===== config.mk =====
export PLATFORM = sky130hd
export DESIGN_NAME = sysex_firmware_block_framer
export DESIGN_NICKNAME = d
export VERILOG_FILES = /design/src/sv/sfbf_pkg.sv /design/src/sv/sfbf_front.sv /design/src/sv/sfbf_queue.sv /design/src/sv/sfbf_back.sv /design/src/sv/sysex_firmware_block_framer.sv
export VERILOG_INCLUDE_DIRS = /design/src /design/src/sv
export SDC_FILE = /design/constraint.sdc
export NUM_CORES = 1
export LEC_CHECK = 0
export BUFFER_PORTS_ARGS = -buffer_cell sky130_fd_sc_hd__buf_2
export CAP_MARGIN = 5
export CORE_ASPECT_RATIO = 0.7
export CORE_UTILIZATION = 50
export DETAILED_ROUTE_END_ITERATION = 10
export GPL_TIMING_DRIVEN = 0
export PLACE_DENSITY = 0.7
export RECOVER_POWER = 25
export SYNTH_ARGS = -nofsm -noshare
export SYNTH_HDL_FRONTEND = slang
export SYNTH_SLANG_ARGS = --single-unit

===== constraint.sdc =====
create_clock -name clock -period 7.65 [get_ports clock]
set_input_delay 0.765 -clock clock [delete_from_list [all_inputs] [get_ports clock]]
set_output_delay 0.765 -clock clock [all_outputs]
set_load 0.005 [all_outputs]

===== src/sv/sysex_firmware_block_framer_defines.svh =====
// assertion macros for the sysex block framer
`ifndef SYSEX_FIRMWARE_BLOCK_FRAMER_DEFINES_SVH
`define SYSEX_FIRMWARE_BLOCK_FRAMER_DEFINES_SVH

`ifndef SYNTHESIS

// same-cycle implication, checked out of reset
`define SFBF_ASSERT_NOW(label, ante, cons) \
   label: assert property (@(posedge clock) disable iff (reset) (ante) |-> (cons)) \
      else $error("sfbf check failed");

// next-cycle implication, checked out of reset
`define SFBF_ASSERT_NEXT(label, ante, cons) \
   label: assert property (@(posedge clock) disable iff (reset) (ante) |=> (cons)) \
      else $error("sfbf check failed");

`else

`define SFBF_ASSERT_NOW(label, ante, cons)
`define SFBF_ASSERT_NEXT(label, ante, cons)

`endif

`endif


===== src/sv/sfbf_pkg.sv =====
`default_nettype none

package sfbf_pkg;

   // default block size in bytes
   localparam int BLOCK_BYTES_DEF = 64;

   // input item codes
   localparam logic [1:0] MODE_DATA   = 2'd0;
   localparam logic [1:0] MODE_PAD    = 2'd1;
   localparam logic [1:0] MODE_FINISH = 2'd2;
   localparam logic [1:0] MODE_RSVD   = 2'd3;

   // sysex stream bytes
   localparam logic [7:0] SOX_BYTE   = 8'hF0;
   localparam logic [7:0] MFR0_BYTE  = 8'h00;
   localparam logic [7:0] MFR1_BYTE  = 8'h13;
   localparam logic [7:0] CMD_BLOCK  = 8'h01;
   localparam logic [7:0] CMD_CLOSE  = 8'h03;
   localparam logic [7:0] EOX_BYTE   = 8'hF7;

   // configuration port
   localparam int          CSR_ADDR_W      = 3;
   localparam logic        CSR_IDX_DEVICE  = 1'b0;
   localparam logic [6:0]  DEVICE_ID_RESET = 7'd56;

   // job queue between front and back
   localparam int Q_DEPTH = 2;
   localparam int Q_PTR_W = $clog2(Q_DEPTH);
   localparam int Q_CNT_W = $clog2(Q_DEPTH + 1);

   // one job: the output run caused by one input item
   typedef struct packed {
      logic             is_finish;
      logic             hdr;
      logic             flush;
      logic             trailer;
      logic [2:0]       last_idx;
      logic [6:0]       hi;
      logic [6:0][6:0]  grp;
      logic [27:0]      addr;
      logic [6:0]       chk;
      logic [15:0]      len;
      logic [15:0]      sum;
   } job_type;

   // queue status seen by both sides
   typedef struct packed {
      logic empty;
      logic full;
   } q_status_type;

   // block size clamped to what a frame can carry
   function automatic int eff_block(input int b);
      int r;
      r = b;
      if (b < 2) begin
         r = 2;
      end else if (b > 127) begin
         r = 127;
      end
      return r;
   endfunction

endpackage

`default_nettype wire


===== src/sv/sfbf_front.sv =====
`default_nettype none

module sfbf_front #(
   parameter int BLOCK_BYTES = sfbf_pkg::BLOCK_BYTES_DEF
) (
   input  wire logic              clock,
   input  wire logic              reset,
   input  wire logic              accept,
   input  wire logic [1:0]        mode,
   input  wire logic [7:0]        data_byte,
   output sfbf_pkg::job_type      job,
   output logic                   push
);

   localparam int         EFF      = sfbf_pkg::eff_block(BLOCK_BYTES);
   localparam logic [6:0] EFF7     = 7'(EFF);
   localparam logic [2:0] POS_LAST = 3'd6;

   logic [27:0] addr_ff, addr_in;
   logic [6:0]  bib_ff, bib_in;
   logic [2:0]  pos_ff, pos_in;
   logic [6:0]  hi_ff, hi_in;
   logic [6:0]  xor_ff, xor_in;
   logic [15:0] sum_ff, sum_in;
   logic [15:0] cnt_ff, cnt_in;
   logic        finished_ff, finished_in;
   logic [6:0]  grp_ff [7];

   logic        active, is_fin, first, blk_end, grp_end;
   logic [6:0]  c, hi_new, hdr_x, xor_c, xor_new, bib_inc;
   logic [6:0][6:0] grp_next;

   // classify the item
   assign active  = accept && !finished_ff && (mode != sfbf_pkg::MODE_RSVD);
   assign is_fin  = (mode == sfbf_pkg::MODE_FINISH);
   assign first   = (bib_ff == 7'd0);
   assign c       = data_byte[6:0];
   assign bib_inc = bib_ff + 7'd1;
   assign blk_end = (bib_inc == EFF7);
   assign grp_end = (pos_ff == POS_LAST) || blk_end;

   // high bits and running checksum
   assign hi_new  = (first ? 7'd0 : hi_ff) | (7'(data_byte[7]) << pos_ff);
   assign hdr_x   = sfbf_pkg::CMD_BLOCK[6:0] ^ EFF7 ^ addr_ff[6:0] ^ addr_ff[13:7]
                    ^ addr_ff[20:14] ^ addr_ff[27:21];
   assign xor_c   = (first ? hdr_x : xor_ff) ^ c;
   assign xor_new = grp_end ? (xor_c ^ hi_new) : xor_c;

   // group contents with this beat's byte in place
   always_comb begin
      for (int k = 0; k < 7; k++) begin
         grp_next[k] = (pos_ff == 3'(k)) ? c : grp_ff[k];
      end
   end

   // job for the back end
   always_comb begin
      job.is_finish = is_fin;
      job.hdr       = !is_fin && first;
      job.flush     = !is_fin && grp_end;
      job.trailer   = !is_fin && blk_end;
      job.last_idx  = pos_ff;
      job.hi        = hi_new;
      job.grp       = grp_next;
      job.addr      = addr_ff;
      job.chk       = xor_new;
      job.len       = cnt_ff;
      job.sum       = sum_ff;
   end

   assign push = active && (is_fin || first || grp_end);

   // next state
   always_comb begin
      addr_in     = addr_ff;
      bib_in      = bib_ff;
      pos_in      = pos_ff;
      hi_in       = hi_ff;
      xor_in      = xor_ff;
      sum_in      = sum_ff;
      cnt_in      = cnt_ff;
      finished_in = finished_ff;
      if (active) begin
         if (is_fin) begin
            finished_in = 1'b1;
            bib_in      = 7'd0;
            pos_in      = 3'd0;
            hi_in       = 7'd0;
         end else begin
            hi_in  = grp_end ? 7'd0 : hi_new;
            xor_in = xor_new;
            if (mode == sfbf_pkg::MODE_DATA) begin
               sum_in = sum_ff + 16'(data_byte);
               cnt_in = cnt_ff + 16'd1;
            end
            if (blk_end) begin
               bib_in  = 7'd0;
               pos_in  = 3'd0;
               addr_in = addr_ff + 28'(EFF);
            end else begin
               bib_in = bib_inc;
               pos_in = (pos_ff == POS_LAST) ? 3'd0 : pos_ff + 3'd1;
            end
         end
      end
   end

   always_ff @(posedge clock) begin
      if (reset) begin
         addr_ff     <= '0;
         bib_ff      <= '0;
         pos_ff      <= '0;
         hi_ff       <= '0;
         xor_ff      <= '0;
         sum_ff      <= '0;
         cnt_ff      <= '0;
         finished_ff <= 1'b0;
      end else begin
         addr_ff     <= addr_in;
         bib_ff      <= bib_in;
         pos_ff      <= pos_in;
         hi_ff       <= hi_in;
         xor_ff      <= xor_in;
         sum_ff      <= sum_in;
         cnt_ff      <= cnt_in;
         finished_ff <= finished_in;
      end
   end

   // group buffer, written before read within a group
   always_ff @(posedge clock) begin
      if (active && !is_fin) begin
         grp_ff[pos_ff] <= c;
      end
   end

endmodule

`default_nettype wire


===== src/sv/sfbf_queue.sv =====
`default_nettype none

module sfbf_queue (
   input  wire logic                  clock,
   input  wire logic                  reset,
   input  wire logic                  push,
   input  wire sfbf_pkg::job_type     job_in,
   input  wire logic                  pop,
   output sfbf_pkg::job_type          head,
   output sfbf_pkg::q_status_type     status
);

   sfbf_pkg::job_type mem [sfbf_pkg::Q_DEPTH];

   logic [sfbf_pkg::Q_PTR_W-1:0] wr_ptr_ff, rd_ptr_ff;
   logic [sfbf_pkg::Q_CNT_W-1:0] count_ff;

   assign status.empty = (count_ff == '0);
   assign status.full  = (count_ff == sfbf_pkg::Q_CNT_W'(sfbf_pkg::Q_DEPTH));
   assign head         = mem[rd_ptr_ff];

   // job storage
   always_ff @(posedge clock) begin
      if (push) begin
         mem[wr_ptr_ff] <= job_in;
      end
   end

   // pointers and fill count
   always_ff @(posedge clock) begin
      if (reset) begin
         wr_ptr_ff <= '0;
         rd_ptr_ff <= '0;
         count_ff  <= '0;
      end else begin
         if (push) begin
            wr_ptr_ff <= wr_ptr_ff + 1'b1;
         end
         if (pop) begin
            rd_ptr_ff <= rd_ptr_ff + 1'b1;
         end
         if (push && !pop) begin
            count_ff <= count_ff + 1'b1;
         end else if (pop && !push) begin
            count_ff <= count_ff - 1'b1;
         end
      end
   end

endmodule

`default_nettype wire


===== src/sv/sfbf_back.sv =====
`default_nettype none

`include "sysex_firmware_block_framer_defines.svh"

module sfbf_back #(
   parameter int BLOCK_BYTES = sfbf_pkg::BLOCK_BYTES_DEF
) (
   input  wire logic                  clock,
   input  wire logic                  reset,
   input  wire logic [6:0]            device_id,
   input  wire sfbf_pkg::job_type     head,
   input  wire sfbf_pkg::q_status_type q_status,
   output logic                       pop,
   output logic                       rsp_valid,
   input  wire logic                  rsp_stall,
   output logic [7:0]                 rsp_out_byte,
   output logic                       rsp_frame_end,
   output logic                       rsp_last_of_run
);

   localparam logic [6:0] EFF7     = 7'(sfbf_pkg::eff_block(BLOCK_BYTES));
   localparam logic [2:0] SEG_LAST = 3'd4;

   typedef enum logic [5:0] {
      PH_IDLE = 6'b000001,
      PH_HDR  = 6'b000010,
      PH_INFO = 6'b000100,
      PH_GRP  = 6'b001000,
      PH_CHK  = 6'b010000,
      PH_END  = 6'b100000
   } phase_type;

   phase_type  phase_ff, phase_in, cur_ph, nxt_ph;
   logic [2:0] cnt_ff, cnt_in, cur_cnt, grp_idx, grp_last;
   logic       valid_ff, valid_in;
   logic [7:0] byte_ff, byte_in;
   logic       end_ff, end_in;
   logic       last_ff, last_in;

   logic       idle, have, go, seg_done, last;
   logic [7:0] cur_byte;

   // current position in the job's byte schedule
   assign idle     = (phase_ff == PH_IDLE);
   assign have     = !idle || !q_status.empty;
   assign cur_ph   = idle ? ((head.hdr || head.is_finish) ? PH_HDR : PH_GRP) : phase_ff;
   assign cur_cnt  = idle ? 3'd0 : cnt_ff;
   assign grp_idx  = cur_cnt - 3'd1;
   assign grp_last = head.last_idx + 3'd1;
   assign go       = have && (!valid_ff || !rsp_stall);

   // byte for this slot and the segment that follows
   always_comb begin
      cur_byte = sfbf_pkg::EOX_BYTE;
      seg_done = 1'b1;
      nxt_ph   = PH_IDLE;
      unique case (cur_ph)
         PH_HDR: begin
            seg_done = (cur_cnt == SEG_LAST);
            nxt_ph   = PH_INFO;
            unique case (cur_cnt)
               3'd0:    cur_byte = sfbf_pkg::SOX_BYTE;
               3'd1:    cur_byte = sfbf_pkg::MFR0_BYTE;
               3'd2:    cur_byte = sfbf_pkg::MFR1_BYTE;
               3'd3:    cur_byte = {1'b0, device_id};
               default: cur_byte = head.is_finish ? sfbf_pkg::CMD_CLOSE : sfbf_pkg::CMD_BLOCK;
            endcase
         end
         PH_INFO: begin
            seg_done = (cur_cnt == SEG_LAST);
            priority if (head.is_finish) begin
               nxt_ph = PH_END;
            end else if (head.flush) begin
               nxt_ph = PH_GRP;
            end else if (head.trailer) begin
               nxt_ph = PH_CHK;
            end else begin
               nxt_ph = PH_IDLE;
            end
            if (head.is_finish) begin
               unique case (cur_cnt)
                  3'd0:    cur_byte = {1'b0, head.len[6:0]};
                  3'd1:    cur_byte = {1'b0, head.len[13:7]};
                  3'd2:    cur_byte = {6'd0, head.len[15:14]};
                  3'd3:    cur_byte = {1'b0, head.sum[6:0]};
                  default: cur_byte = {1'b0, head.sum[13:7]};
               endcase
            end else begin
               unique case (cur_cnt)
                  3'd0:    cur_byte = {1'b0, EFF7};
                  3'd1:    cur_byte = {1'b0, head.addr[6:0]};
                  3'd2:    cur_byte = {1'b0, head.addr[13:7]};
                  3'd3:    cur_byte = {1'b0, head.addr[20:14]};
                  default: cur_byte = {1'b0, head.addr[27:21]};
               endcase
            end
         end
         PH_GRP: begin
            seg_done = (cur_cnt == grp_last);
            nxt_ph   = head.trailer ? PH_CHK : PH_IDLE;
            cur_byte = (cur_cnt == 3'd0) ? {1'b0, head.hi} : {1'b0, head.grp[grp_idx]};
         end
         PH_CHK: begin
            nxt_ph   = PH_END;
            cur_byte = {1'b0, head.chk};
         end
         PH_END: begin
            nxt_ph   = PH_IDLE;
            cur_byte = sfbf_pkg::EOX_BYTE;
         end
         default: begin
            nxt_ph   = PH_IDLE;
            cur_byte = sfbf_pkg::EOX_BYTE;
         end
      endcase
   end

   assign last = seg_done && (nxt_ph == PH_IDLE);
   assign pop  = go && last;

   // sequencer advance
   always_comb begin
      phase_in = phase_ff;
      cnt_in   = cnt_ff;
      if (go) begin
         if (seg_done) begin
            phase_in = nxt_ph;
            cnt_in   = 3'd0;
         end else begin
            phase_in = cur_ph;
            cnt_in   = cur_cnt + 3'd1;
         end
      end
   end

   // output register
   always_comb begin
      valid_in = valid_ff && rsp_stall;
      byte_in  = byte_ff;
      end_in   = end_ff;
      last_in  = last_ff;
      if (go) begin
         valid_in = 1'b1;
         byte_in  = cur_byte;
         end_in   = (cur_ph == PH_END);
         last_in  = last;
      end
   end

   always_ff @(posedge clock) begin
      if (reset) begin
         phase_ff <= PH_IDLE;
         cnt_ff   <= '0;
         valid_ff <= 1'b0;
      end else begin
         phase_ff <= phase_in;
         cnt_ff   <= cnt_in;
         valid_ff <= valid_in;
      end
   end

   always_ff @(posedge clock) begin
      byte_ff <= byte_in;
      end_ff  <= end_in;
      last_ff <= last_in;
   end

   assign rsp_valid       = valid_ff;
   assign rsp_out_byte    = byte_ff;
   assign rsp_frame_end   = end_ff;
   assign rsp_last_of_run = last_ff;

   // a job in progress always has its entry at the queue head
   `SFBF_ASSERT_NOW(a_job_present, phase_ff != PH_IDLE, !q_status.empty)
   // a terminator beat carries the end byte
   `SFBF_ASSERT_NOW(a_end_byte, valid_ff && end_ff, byte_ff == sfbf_pkg::EOX_BYTE)
   // group counter never runs past the group's last byte
   `SFBF_ASSERT_NOW(a_grp_bound, phase_ff == PH_GRP, cnt_ff <= grp_last)
   // finishing a job leaves the sequencer idle with the run marked
   `SFBF_ASSERT_NEXT(a_pop_idle, pop, phase_ff == PH_IDLE && valid_ff && last_ff)

endmodule

`default_nettype wire


===== src/sv/sysex_firmware_block_framer.sv =====
// sysex firmware block framer
// req channel: one beat per firmware byte (mode 0), padding byte (mode 1) or finish
// (mode 2); a beat is taken when req_valid is high and req_stall is low.
// rsp channel: one beat per stream byte, with frame_end on each F7 terminator and
// last_of_run on the final byte caused by one req beat.
// csr port: device_id at byte address 0, read and write, reset value 56.
// the front end updates frame state in the cycle a beat is taken and queues a job for
// every beat that produces bytes; a two-entry job queue separates it from the back end.
// a run's first byte passes through the job queue and then the output register to rsp.
// the back end emits one byte per cycle while rsp_stall is low; a beat causes zero to
// eleven stream bytes, about 1.34 per byte over a 64-byte block.
// req_stall rises only while the job queue is full; beats that cause no output
// still pass through the front end at one per cycle while req_stall is low.
// while rsp_stall is high a valid byte stays in the output register and the back end
// waits. reset clears the queue, the output valid flag and all frame state but the group
// buffer; after a finish beat the block emits nothing more until the next reset.
`default_nettype none

module sysex_firmware_block_framer #(
   parameter int BLOCK_BYTES = sfbf_pkg::BLOCK_BYTES_DEF
) (
   input  wire logic                              clock,
   input  wire logic                              reset,
   input  wire logic                              req_valid,
   output logic                                   req_stall,
   input  wire logic [1:0]                        req_mode,
   input  wire logic [7:0]                        req_data_byte,
   output logic                                   rsp_valid,
   input  wire logic                              rsp_stall,
   output logic [7:0]                             rsp_out_byte,
   output logic                                   rsp_frame_end,
   output logic                                   rsp_last_of_run,
   input  wire logic                              csr_psel,
   input  wire logic                              csr_penable,
   input  wire logic                              csr_pwrite,
   input  wire logic [sfbf_pkg::CSR_ADDR_W-1:0]   csr_paddr,
   input  wire logic [31:0]                       csr_pwdata,
   output logic [31:0]                            csr_prdata,
   output logic                                   csr_pready
);

   logic [6:0] dev_id_ff, dev_id_in;
   logic       csr_hit, req_accept, push, pop;

   sfbf_pkg::job_type       job, head;
   sfbf_pkg::q_status_type  q_status;

   // device id register
   assign csr_pready = 1'b1;
   assign csr_hit    = (csr_paddr[sfbf_pkg::CSR_ADDR_W-1] == sfbf_pkg::CSR_IDX_DEVICE);
   assign csr_prdata = csr_hit ? {25'd0, dev_id_ff} : 32'd0;

   always_comb begin
      dev_id_in = dev_id_ff;
      if (csr_psel && csr_penable && csr_pwrite && csr_hit) begin
         dev_id_in = csr_pwdata[6:0];
      end
   end

   always_ff @(posedge clock) begin
      if (reset) begin
         dev_id_ff <= sfbf_pkg::DEVICE_ID_RESET;
      end else begin
         dev_id_ff <= dev_id_in;
      end
   end

   // input handshake
   assign req_stall  = q_status.full;
   assign req_accept = req_valid && !req_stall;

   sfbf_front #(
      .BLOCK_BYTES (BLOCK_BYTES)
   ) u_front (
      .clock     (clock),
      .reset     (reset),
      .accept    (req_accept),
      .mode      (req_mode),
      .data_byte (req_data_byte),
      .job       (job),
      .push      (push)
   );

   sfbf_queue u_queue (
      .clock  (clock),
      .reset  (reset),
      .push   (push),
      .job_in (job),
      .pop    (pop),
      .head   (head),
      .status (q_status)
   );

   sfbf_back #(
      .BLOCK_BYTES (BLOCK_BYTES)
   ) u_back (
      .clock           (clock),
      .reset           (reset),
      .device_id       (dev_id_ff),
      .head            (head),
      .q_status        (q_status),
      .pop             (pop),
      .rsp_valid       (rsp_valid),
      .rsp_stall       (rsp_stall),
      .rsp_out_byte    (rsp_out_byte),
      .rsp_frame_end   (rsp_frame_end),
      .rsp_last_of_run (rsp_last_of_run)
   );

endmodule

`default_nettype wire


== Yosys cells after proc, flatten, opt, wreduce, memory -nomap -nowiden ==
Memories as Yosys holds them, arrays and structs flattened. A register that Yosys moved wholly into a read port is not among the register bits.
Cells that the tools add are included.

* Add/sub/neg operators: 12
* $lt $le $gt $ge: 1
* Eq/ne operators: 22
* Shift operators: 1
* Mux-type cells: 46
* Bitwise gates (word level): 9
* Reductions and logical operators: 43

{| class="wikitable"
|+ Operators with widths
! cell !! number
|-
| 7-bit 2-to-1 mux || 17
|-
| 8-bit case mux with 4 select lines || 2
|-
| 7-bit case mux with 4 select lines || 2
|-
| 7-bit bitwise XOR || 5
|-
| 28-bit by 7-bit adder with 28-bit output (second input constant) || 1
|-
| 6-bit 2-to-1 mux || 4
|-
| 6-bit case mux with 4 select lines || 1
|-
| 7-bit binary-select mux with 3-bit select || 1
|-
| 1-bit logical AND || 17
|-
| 16-bit by 1-bit adder with 16-bit output (second input constant) || 1
|-
| 16-bit by 8-bit adder with 16-bit output || 1
|-
| 3-bit 2-to-1 mux || 5
|-
| 3-bit by 2-bit == test with 1-bit output (second input constant) || 4
|-
| 3-bit == test (second input constant) || 4
|-
| 6-bit by 1-bit == test with 1-bit output (second input constant) || 2
|-
| 3-bit by 1-bit adder with 3-bit output (second input constant) || 3
|-
| 1-bit zero test || 9
|-
| 8-bit 2-to-1 mux || 1
|-
| 7-bit by 1-bit adder with 7-bit output (second input constant) || 1
|-
| 7-bit == test (second input constant) || 1
|-
| 7-bit zero test || 1
|-
| 1-bit 2-to-1 mux || 7
|-
| 7-bit OR || 1
|-
| 1-bit by 3-bit left shift with 7-bit output || 1
|-
| other kinds (27) || 42
|}

* Flip-flop bits (word level): 116
* Memory bits (writable): 309
* Input port bits: 52
* Output and inout bits: 45
* Logic and storage cells: 154
* Memories: 2

{| class="wikitable"
|+ Memory list
! name !! depth !! bits a word !! read ports !! clocked after memory_dff !! write ports !! line !! text
|-
| u_queue.mem || 2 || 130 || 1 || 1 || 1 || sfbf_queue.sv:13 || <nowiki>sfbf_pkg::job_type mem [sfbf_pkg::Q_DEPTH];</nowiki>
|-
| u_front.grp_ff || 7 || 7 || 7 || 0 || 1 || sfbf_front.sv:27 || <nowiki>logic [6:0] grp_ff [7];</nowiki>
|}

== Depth between registers and ports, before layout ==
Gate-level depths: netlist of the first run.

* Depth after elaboration: 11
* Gate-level depth with buffers: 17
* Gate-level depth less buffers: 13

== Hierarchy ==
Synthesis of the first run repeated with hierarchy kept, for this count alone.

* Cells, all modules: 1401
* Area, all modules: 18973.2 um2

{| class="wikitable"
|+ Modules (own cells, without submodules)
! module !! times used !! cells an instance !! area each (um2) !! seq. area each (um2)
|-
| sfbf_queue || 1 || 426 || 9611.7 || 7907.6
|-
| sfbf_front || 1 || 635 || 6368.6 || 3052.9
|-
| sfbf_back || 1 || 273 || 2414.8 || 500.5
|-
| sysex_firmware_block_framer || 1 || 67 || 578.1 || 140.1
|}

== Worst setup path before layout of the first run ==
OpenSTA, ideal clock, no wires.

* Path type: reg-to-reg
* Start: register u_front.bib_ff[1]
* End: memory u_queue.mem[0][0] in the netlist's numbering, enable pin
* Setup time: 0.619 ns
* Arrival time: 7.337 ns
* Data required time: 7.031 ns
* Path slack: -0.307 ns
* Cell stages (with the launch flop): 8
* Buffers on the path: 0
* Clock period less this slack: 7.957 ns
* Cells stage by stage: dfxtp_1 > ha_1 > nand2_1 > or3_4 > a211oi_4 > a21oi_1 > a31oi_1 > nor2b_1

* Longest elaborated chain between the ends: 7
* Elaborated cells between the ends (all ways): 9
* Classes of those cells: add/sub: 1; eq/ne: 1; mux: 2; reduce/logical: 5

{| class="wikitable"
|+ RTL lines
! item !! line !! text
|-
| start: declaration || sfbf_front.sv:20 || <nowiki>logic [6:0] bib_ff, bib_in;</nowiki>
|-
| start signal: assignment || sfbf_front.sv:120 || <nowiki>bib_ff <= bib_in;</nowiki>
|-
| 7-bit by 1-bit adder with 7-bit output || sfbf_front.sv:38 || <nowiki>assign bib_inc = bib_ff + 7'd1;</nowiki>
|-
| 7-bit == test || sfbf_front.sv:39 || <nowiki>assign blk_end = (bib_inc == EFF7);</nowiki>
|-
| 1-bit logical OR || sfbf_front.sv:40 || <nowiki>assign grp_end = (pos_ff == POS_LAST) || blk_end;</nowiki>
|-
| 1-bit logical OR * || sfbf_front.sv:71 || <nowiki>assign push = active && (is_fin || first || grp_end);</nowiki>
|-
| 1-bit logical AND * || sfbf_front.sv:71 ||
|-
| named net push || sysex_firmware_block_framer.sv:43 || <nowiki>logic csr_hit, req_accept, push, pop;</nowiki>
|-
| 1-bit 2-to-1 mux * || sfbf_queue.sv:24 || <nowiki>if (push) begin</nowiki>
|-
| 1-bit 2-to-1 mux (implied by the code) * || sfbf_queue.sv:25 || <nowiki>mem[wr_ptr_ff] <= job_in;</nowiki>
|-
| end: declaration || sfbf_queue.sv:13 ||
|}

Mark *: on every way through the listed nets, which the timed path passes. The rest lies on a longest branch.

==> run_results.csv, run 1 <==
group,metric,value,unit
sta,hold_violations,0,
grt,met2_usage,35.96,%
sta,fin_skew,0.01088,ns
die,rows,57,
grt,grt.busiest_layer,"met1",
placed_design,dp_slack,1.968,ns
sta,rsz0062_at_grt,"false",
logic_synthesis,async_flop_share,0,%
logic_synthesis,ys_ff_latch,402,
sta,drv_slew,0,
layout,fin_util,57.78,%
logic_synthesis,synth_edf_count,303,
layout,multiInputGateArea,0.006311,mm²
hold_path,hold_path_class,"primary input to register",
logic_synthesis,synthAdderAreaFrac,1.649,%
sta,period_share,76.34,%
layout,final_area,0.02019,mm²
logic_synthesis,synth_xor_area_share,3.523,%
critical_path,crit_path_start_kind,"register",
clocking,hold_buffers,0,
detailed_routing,num_vias,12240,
critical_path,critPathMaxStageDelay,0.81,ns
logic_synthesis,synthTopCellsByCount,"edfxtp_1, nand2_1, nor2_1, dfxtp_1, mux2_2",
grt,antenna_found_initial,1,
placed_design,io_buffers,43,
die,die_area,0.03658,mm²
detailed_routing,dr.pass1.iters,6,
power_and_ir_drop,combPwrFrac,24.1,%
logic_synthesis,synth_top_area_share,50.82,%
sta,worst_pin_slew,1.323,ns
logic_synthesis,synth-simple-area-share,12.05,%
placed_design,dpl-instance-area,0.01900,mm²
detailed_routing,ant_nets,0,
clocking,postCtsSetupBuffers,0,
layout,final_layout_size_suffix_gt1_share,15.34,%
logic_synthesis,synth_compound_area_share,9.554,%
logic_synthesis,yosysTopAreaCell,"edfxtp_1",
grt,grt_max_degree,59,
sta,slew_headroom,9.543,%
detailed_routing,drc,0,
power_and_ir_drop,swShare,30.94,%
clocking,ctsResizeCount,0,
die,core_area,0.03495,mm²
critical_path,crit_chain,"buf_4 -> buf_2 -> buf_2 -> buf_1 -> clkbuf_1 -> mux2_2 -> ha_1 -> nand2_1 -> or3_1 -> a31oi_1 -> o32ai_1 -> nor3_2 -> nand2b_2 -> ha_1 -> or3_1 -> a21oi_1",
clocking,htreeDepth,2,
power_and_ir_drop,p_sw,1.822,mW
detailed_routing,post_drt_wl_per_cell,23.16,µm
hold_path,hold_start,"csr_pwdata[6]",
layout,seq_area,0.01108,mm²
critical_path,required,8.12,ns
logic_synthesis,syn-instance-count,1435,
power_and_ir_drop,powerDensity,291.7,mW/mm²
power_and_ir_drop,max-vdd-ir-drop,0.0001371,V
logic_synthesis,synth_top_family_by_area,"simple AND/OR/NAND/NOR gates",
logic_synthesis,seq_area_frac_synth,61.90,%
detailed_routing,initialDrtViolationCount,1554,
detailed_routing,vias_per_cell,5.953,
status,status,"completed",
clocking,cts_buffer_depth,3,
placed_design,hpwl,33.67,mm
critical_path,critPathCaptureType,"register",
grt,grt_pass1_wl,70.68,mm
logic_synthesis,synth_cell_types,83,
clocking,clock-sinks,402,
logic_synthesis,syn_area_per_cell,12.48,µm²
logic_synthesis,synth_area_leaders,"edfxtp_1, dfxtp_1, mux2_2, nand2_1, nor2_1",
layout,finalNetCount,1630,
placed_design,routabilityCongestion,0.9008,
layout,areaGrowthSynthToFinish,12.80,%
layout,nFillCells,2890,
logic_synthesis,synth_most_common_cell,"edfxtp_1",
logic_synthesis,synth_warnings,0,
critical_path,path_max_fanout,10,
detailed_routing,drt-total-wl,47.62,mm
grt,gr-usage-met3,6.126,%
sta,final.setup.tns,0,ns
grt,grt_overflow_total,0,
layout,diodes,0,
die,initial_core_util,51.23,%
sta,timing.hold.ws,0.4643,ns
die,dieHeight,160.3,µm
power_and_ir_drop,power_frac_seq,44.5,%
logic_synthesis,syn_area,0.01790,mm²
power_and_ir_drop,internal_power,4.068,mW
die,io_pins,97,
clocking,tritoncts,"yes",
critical_path,crit_type,"register to register",
sta,setup_viol,0,
flow_run,drv_cap,0,
clocking,clock_latency,0.54,ns
die,fp.dieW,228.2,µm
sta,fin_ws,1.810,ns
sta,fmax,171.2,MHz
power_and_ir_drop,clkPwrFrac,31.3,%
clocking,clockRootBuffer,"clkbuf_16",
grt,grt_use_total,26.03,%
clocking,path_clk_slew,0.07,ns
power_and_ir_drop,p_leak,7.088,nW
clocking,cts_buffers,39,
logic_synthesis,synth-main-ff-cell,"edfxtp_1",
logic_synthesis,synth_mux_area_share,7.807,%
grt,grt_pass1_vias,11450,
grt,met1_usage,40.99,%
sta,period_needed,5.840,ns
critical_path,arrival,6.31,ns
critical_path,crit_slowest_cell,"buf_1",
routing by layer:
| metal | vias up | share of wire [%] |
|---|---|---|
| met5 | - | 0 |
| met4 | 0 | 2.1 |
| met3 | 76 | 10 |
| met2 | 584 | 41 |
| met1 | 6040 | 47 |
| li1 | 5540 | - |
final timing paths:
check                                           to  slack [ns]  cells after the start
hold reg to reg     u_front.xor_ff[0]$_SDFFE_PP0P_        0.47                      2
setup reg to reg  u_queue.count_ff[1]$_SDFFE_PP0P_        1.81                     16
hold / removal           dev_id_ff[6]$_SDFFE_PP0P_        0.46                      3
setup / recovery  u_queue.count_ff[1]$_SDFFE_PP0P_        1.81                     16
stage by stage:
stage | cells | power [mW]
2_1_floorplan | 1459 | 3.536
3_3_place_gp | 1974 | 4.032
3_5_place_dp | 1986 | 4.051
4_1_cts | 2056 | 5.878
5_1_grt | 2056 | 6.106
6_report | 2056 | 5.890
placed cells by master, fill, tap and decap left out, drive strengths merged, types with 17 or more instances in the layout:
cell / synthesis / final
nor2b: 20 / 20
clkbuf: 48 / 112
conb: 2 / 26
nand2: 123 / 123
o21ai: 46 / 46
mux2i: 44 / 44
inv: 30 / 32
xor2: 28 / 28
buf: 53 / 97
nor3: 35 / 35
xnor2: 44 / 44
or3: 17 / 17
a22oi: 17 / 17
mux2: 65 / 65
nor2: 122 / 122
a211oi: 20 / 20
nand3: 29 / 29
a21oi: 58 / 58
edfxtp: 303 / 303
dfxtp: 99 / 99
ha: 22 / 22
worst max-delay path: cells and delay by family (launching register included):
family / cells / cell delay [ns]
multiplexers: 1 / 0.41
adder cells (fa/ha/maj): 2 / 0.72
AND/OR/NAND/NOR: 5 / 1.44
AO/OA/AOI/OAI: 3 / 0.48
buffers and inverters: 5 / 2.40
flip-flops: 1 / 0.31
cells by family (layout without fill, tap and decap cells):
kind of cell | Yosys count | after routing
AOI/OAI and AO/OA | 249 | 249
xor gates and xnor gates | 72 | 72
adders and majority gates | 23 | 23
buffers and inverters | 131 | 256
DFF | 402 | 402
muxes | 119 | 119
other | 2 | 26
and+or+nand+nor | 437 | 437
state kept, by name (all words and copies together) (netlist names), named ones only:
register	count
dev_id_ff	7
u_back.phase_ff	6
u_back.rsp_valid	1
u_queue.mem	244
u_front.addr_ff	22
u_front.xor_ff	7
u_front.finished_ff	1
u_front.bib_ff	7
u_front.cnt_ff	16
u_front.sum_ff	14
u_queue.wr_ptr_ff	1
u_queue.count_ff	2
u_front.grp_ff	49
u_back.rsp_last_of_run	1
u_back.rsp_frame_end	1
u_back.cnt_ff	3
u_front.pos_ff	3
u_front.hi_ff	7
u_queue.rd_ptr_ff	1
u_back.rsp_out_byte	8
power by group through the flow:
stage | Clock, mW | Sequential [mW] | Combinational, mW
detailed placement | 0 | 2.67 | 1.38
global placement | 0 | 2.69 | 1.34
CTS | 1.87 | 2.62 | 1.39
finish | 1.85 | 2.62 | 1.42
global route | 1.95 | 2.64 | 1.52
floorplan | 0 | 2.67 | 0.867
final cells by class:
class,instances,share of cell area (%)
multi-input cells,926,31.25
clock buffers,53,5.403
repair buffers,55,1.865
well taps,472,2.925
clock inverters,17,0.6010
flip-flops and latches,402,54.87
inverters,30,0.5577
plain buffers,101,2.522
Note: power is estimated with default switching activity, not from simulation.
==> inputs of run 2 (changes only) <==
PLACE_DENSITY = 0.67   (was 0.7)
clock period = 5.6 ns   (was 7.65 ns; I/O delays follow)
==> run 2 against run 1 <==
Against the previous run:
- sequential share of layout area down 0.15 points
- worst hold slack worse by 0.20 ns
- combinational power up 36%
- fmax up 9.5%
- wire length about the same
- die area unchanged
- worst setup slack worse by 1.5 ns
- sequential power up 37%
- first-iteration DRC count down 17%
- clock-buffer cell count up 7
==> run_results.csv, run 2 (synthesis gave the netlist of run 1 again) <==
group,metric,value,unit
status,status,"completed",
critical_path,r2r_slack,0.27,ns
grt,grt_use_total,26.02,%
clocking,hold_buffers,0,
hold_path,holdPathEnd,"dev_id_ff[2]$_SDFFE_PP0P_",
layout,fin_util,57.94,%
critical_path,critPathCaptureType,"register",
placed_design,io_buffers,43,
power_and_ir_drop,max-vdd-ir-drop,0.0001826,V
die,dieHeight,160.3,µm
sta,period_needed,5.334,ns
power_and_ir_drop,powerDensity,401.4,mW/mm²
hold_path,hold_path_class,"primary input to register",
grt,grt_max_degree,62,
sta,slew_headroom,19.80,%
die,core_area,0.03495,mm²
sta,period_share,95.26,%
die,rows,57,
detailed_routing,vias_per_cell,5.891,
detailed_routing,post_drt_wl_per_cell,23.15,µm
critical_path,regToRegStartpoint,"u_back.phase_ff[0]$_SDFFE_PP1P_",
clocking,clock-sinks,402,
grt,antenna_found_initial,1,
critical_path,rr_endpoint,"u_back.rsp_out_byte[5]$_DFFE_PP_",
placed_design,dp.cells,1985,
clocking,path_clk_slew,0.06,ns
placed_design,routabilityCongestion,0.9378,
layout,areaGrowthSynthToFinish,13.10,%
sta,worst_pin_slew,1.188,ns
clocking,cts_buffer_depth,3,
critical_path,required,5.87,ns
die,fp.dieW,228.2,µm
grt,grt_overflow_total,0,
layout,largest_reg_flops,244,
clocking,clock_latency,0.54,ns
layout,regMostFlops,"u_queue.mem",
critical_path,crit_path_start_kind,"register",
power_and_ir_drop,p_leak,7.112,nW
detailed_routing,drc,0,
detailed_routing,initialDrtViolationCount,1289,
detailed_routing,num_vias,12120,
sta,rsz0062_at_grt,"false",
grt,grt_pass1_vias,11420,
sta,fin_skew,0.01429,ns
flow_run,drv_cap,0,
layout,layout_commonest_cell,"edfxtp_1",
layout,final_cell_mix,"edfxtp_1, nand2_1, nor2_1, dfxtp_1, clkbuf_1",
hold_path,hold_depth,3,
placed_design,hpwl,33.61,mm
detailed_routing,drt-total-wl,47.65,mm
layout,final_layout_size_suffix_gt1_share,15.46,%
detailed_routing,dr.pass1.iters,5,
critical_path,startpoint,"u_back.phase_ff[0]$_SDFFE_PP1P_",
critical_path,ff2ff_path_depth,13,
critical_path,crit_type,"register to register",
detailed_routing,ant_nets,0,
critical_path,path_max_fanout,12,
layout,finalNetCount,1631,
sta,setup_viol,0,
die,io_pins,97,
layout,stdcell_count,2058,
clocking,tritoncts,"yes",
clocking,clockRootBuffer,"clkbuf_16",
die,initial_core_util,51.23,%
critical_path,arrival,5.60,ns
grt,grt_pass1_wl,70.63,mm
sta,drv_slew,0,
layout,top_regs,"u_queue.mem: 244 flops, u_front.grp_ff: 49 flops, u_front.addr_ff: 22 flops",
sta,fmax,187.5,MHz
clocking,cts_buffers,40,
die,die_area,0.03658,mm²
sta,hold_violations,0,
hold_path,hold_start,"csr_pwdata[2]",
clocking,htreeDepth,2,
[run 2: changes by cell type in the layout (fill, tap and decap cells not counted), sizes merged]
| cell | change |
|---|---|
| clkinvlp | -2 |
| clkinv | -3 |
| buf | -4 |
| diode | +1 |
| inv | -2 |
| clkbuf | +11 |
| bufinv | +1 |
[run 2: metrics by stage]
step | instance area [µm²] | setup WS [ns] | setup TNS [ns] | hold slack, ns | power [mW]
after global routing | 20240 | 0.1433 | 0 | 0.2722 | 8.416
final | 20250 | 0.2657 | 0 | 0.2623 | 8.128
after global placement | 18810 | -2.111 | -310.67 | 0.4378 | 5.500
after floorplan | 18000 | 0.3196 | 0 | 0.4202 | 4.825
after detailed placement | 19000 | -0.02388 | -0.02388 | 0.4500 | 5.537
after CTS | 20250 | 0.2689 | 0 | 0.2512 | 8.134
[run 2: how the worst max path moves through the flow]
stage | endpoint | slack (ns) | cells after the start
global route | u_back.rsp_out_byte[2]$_DFFE_PP_ | 0.14 | 12
global placement | u_queue.mem[1][83]$_DFFE_PP_ | -2.11 | 5
CTS | u_back.rsp_out_byte[4]$_DFFE_PP_ | 0.27 | 12
detailed placement | u_queue.count_ff[1]$_SDFFE_PP0P_ | -0.02 | 16
finish | u_back.rsp_out_byte[5]$_DFFE_PP_ | 0.27 | 13
floorplan | u_queue.mem[1][0]$_DFFE_PP_ | 0.32 | 7
[run 2: final cells by class]
cell class                      count  area (µm²)
Fill cell                        2892       14700
Sequential cell                   402       11080
Multi-Input combinational cell    926        6322
Clock buffer                       60        1147
Tap cell                          472       590.6
Buffer                            100       505.5
Timing Repair Buffer               56       380.4
Inverter                           30       112.6
Clock inverter                     11       105.1
Antenna cell                        1       2.502
[run 2: layer usage]
metal / vias to the layer above / wire [µm] / GRT usage (%)
met3: 65 / 5083 / 6.978
met4: 0 / 937 / 6.681
met2: 521 / 19280 / 35.55
met5: - / 0 / 0
met1: 5978 / 22350 / 40.57
li1: 5560 / - / -
[run 2: what timing repair did]
item | 4_1_cts | 5_1_grt
setup endpoints to repair | 1 | 0
endpoints found under the hold margin | 0 | 0
setup buffers | 0 | 0
resized for setup | 0 | 0
[run 2: critical path, stage by stage, from the launching register on]
cell	delay, ns
dfxtp_1	0.30
clkbuf_1	0.32
nor2b_1	0.37
a21oi_2	0.23
inv_1	0.18
buf_2	0.28
buf_2	0.37
ha_1	0.43
clkbuf_1	0.55
nor4_1	0.12
o21ai_0	0.92
a2111oi_0	0.17
buf_2	0.23
or4_1	0.55
[run 2: where the power goes]
part / internal, mW / leakage (nW) / switching (mW) / total [mW]
clock network: 1.51 / 0.614 / 1.11 / 2.61
registers: 3.50 / 3.70 / 0.0794 / 3.58
logic: 0.632 / 2.80 / 1.30 / 1.93
total: 5.64 / 7.11 / 2.49 / 8.13
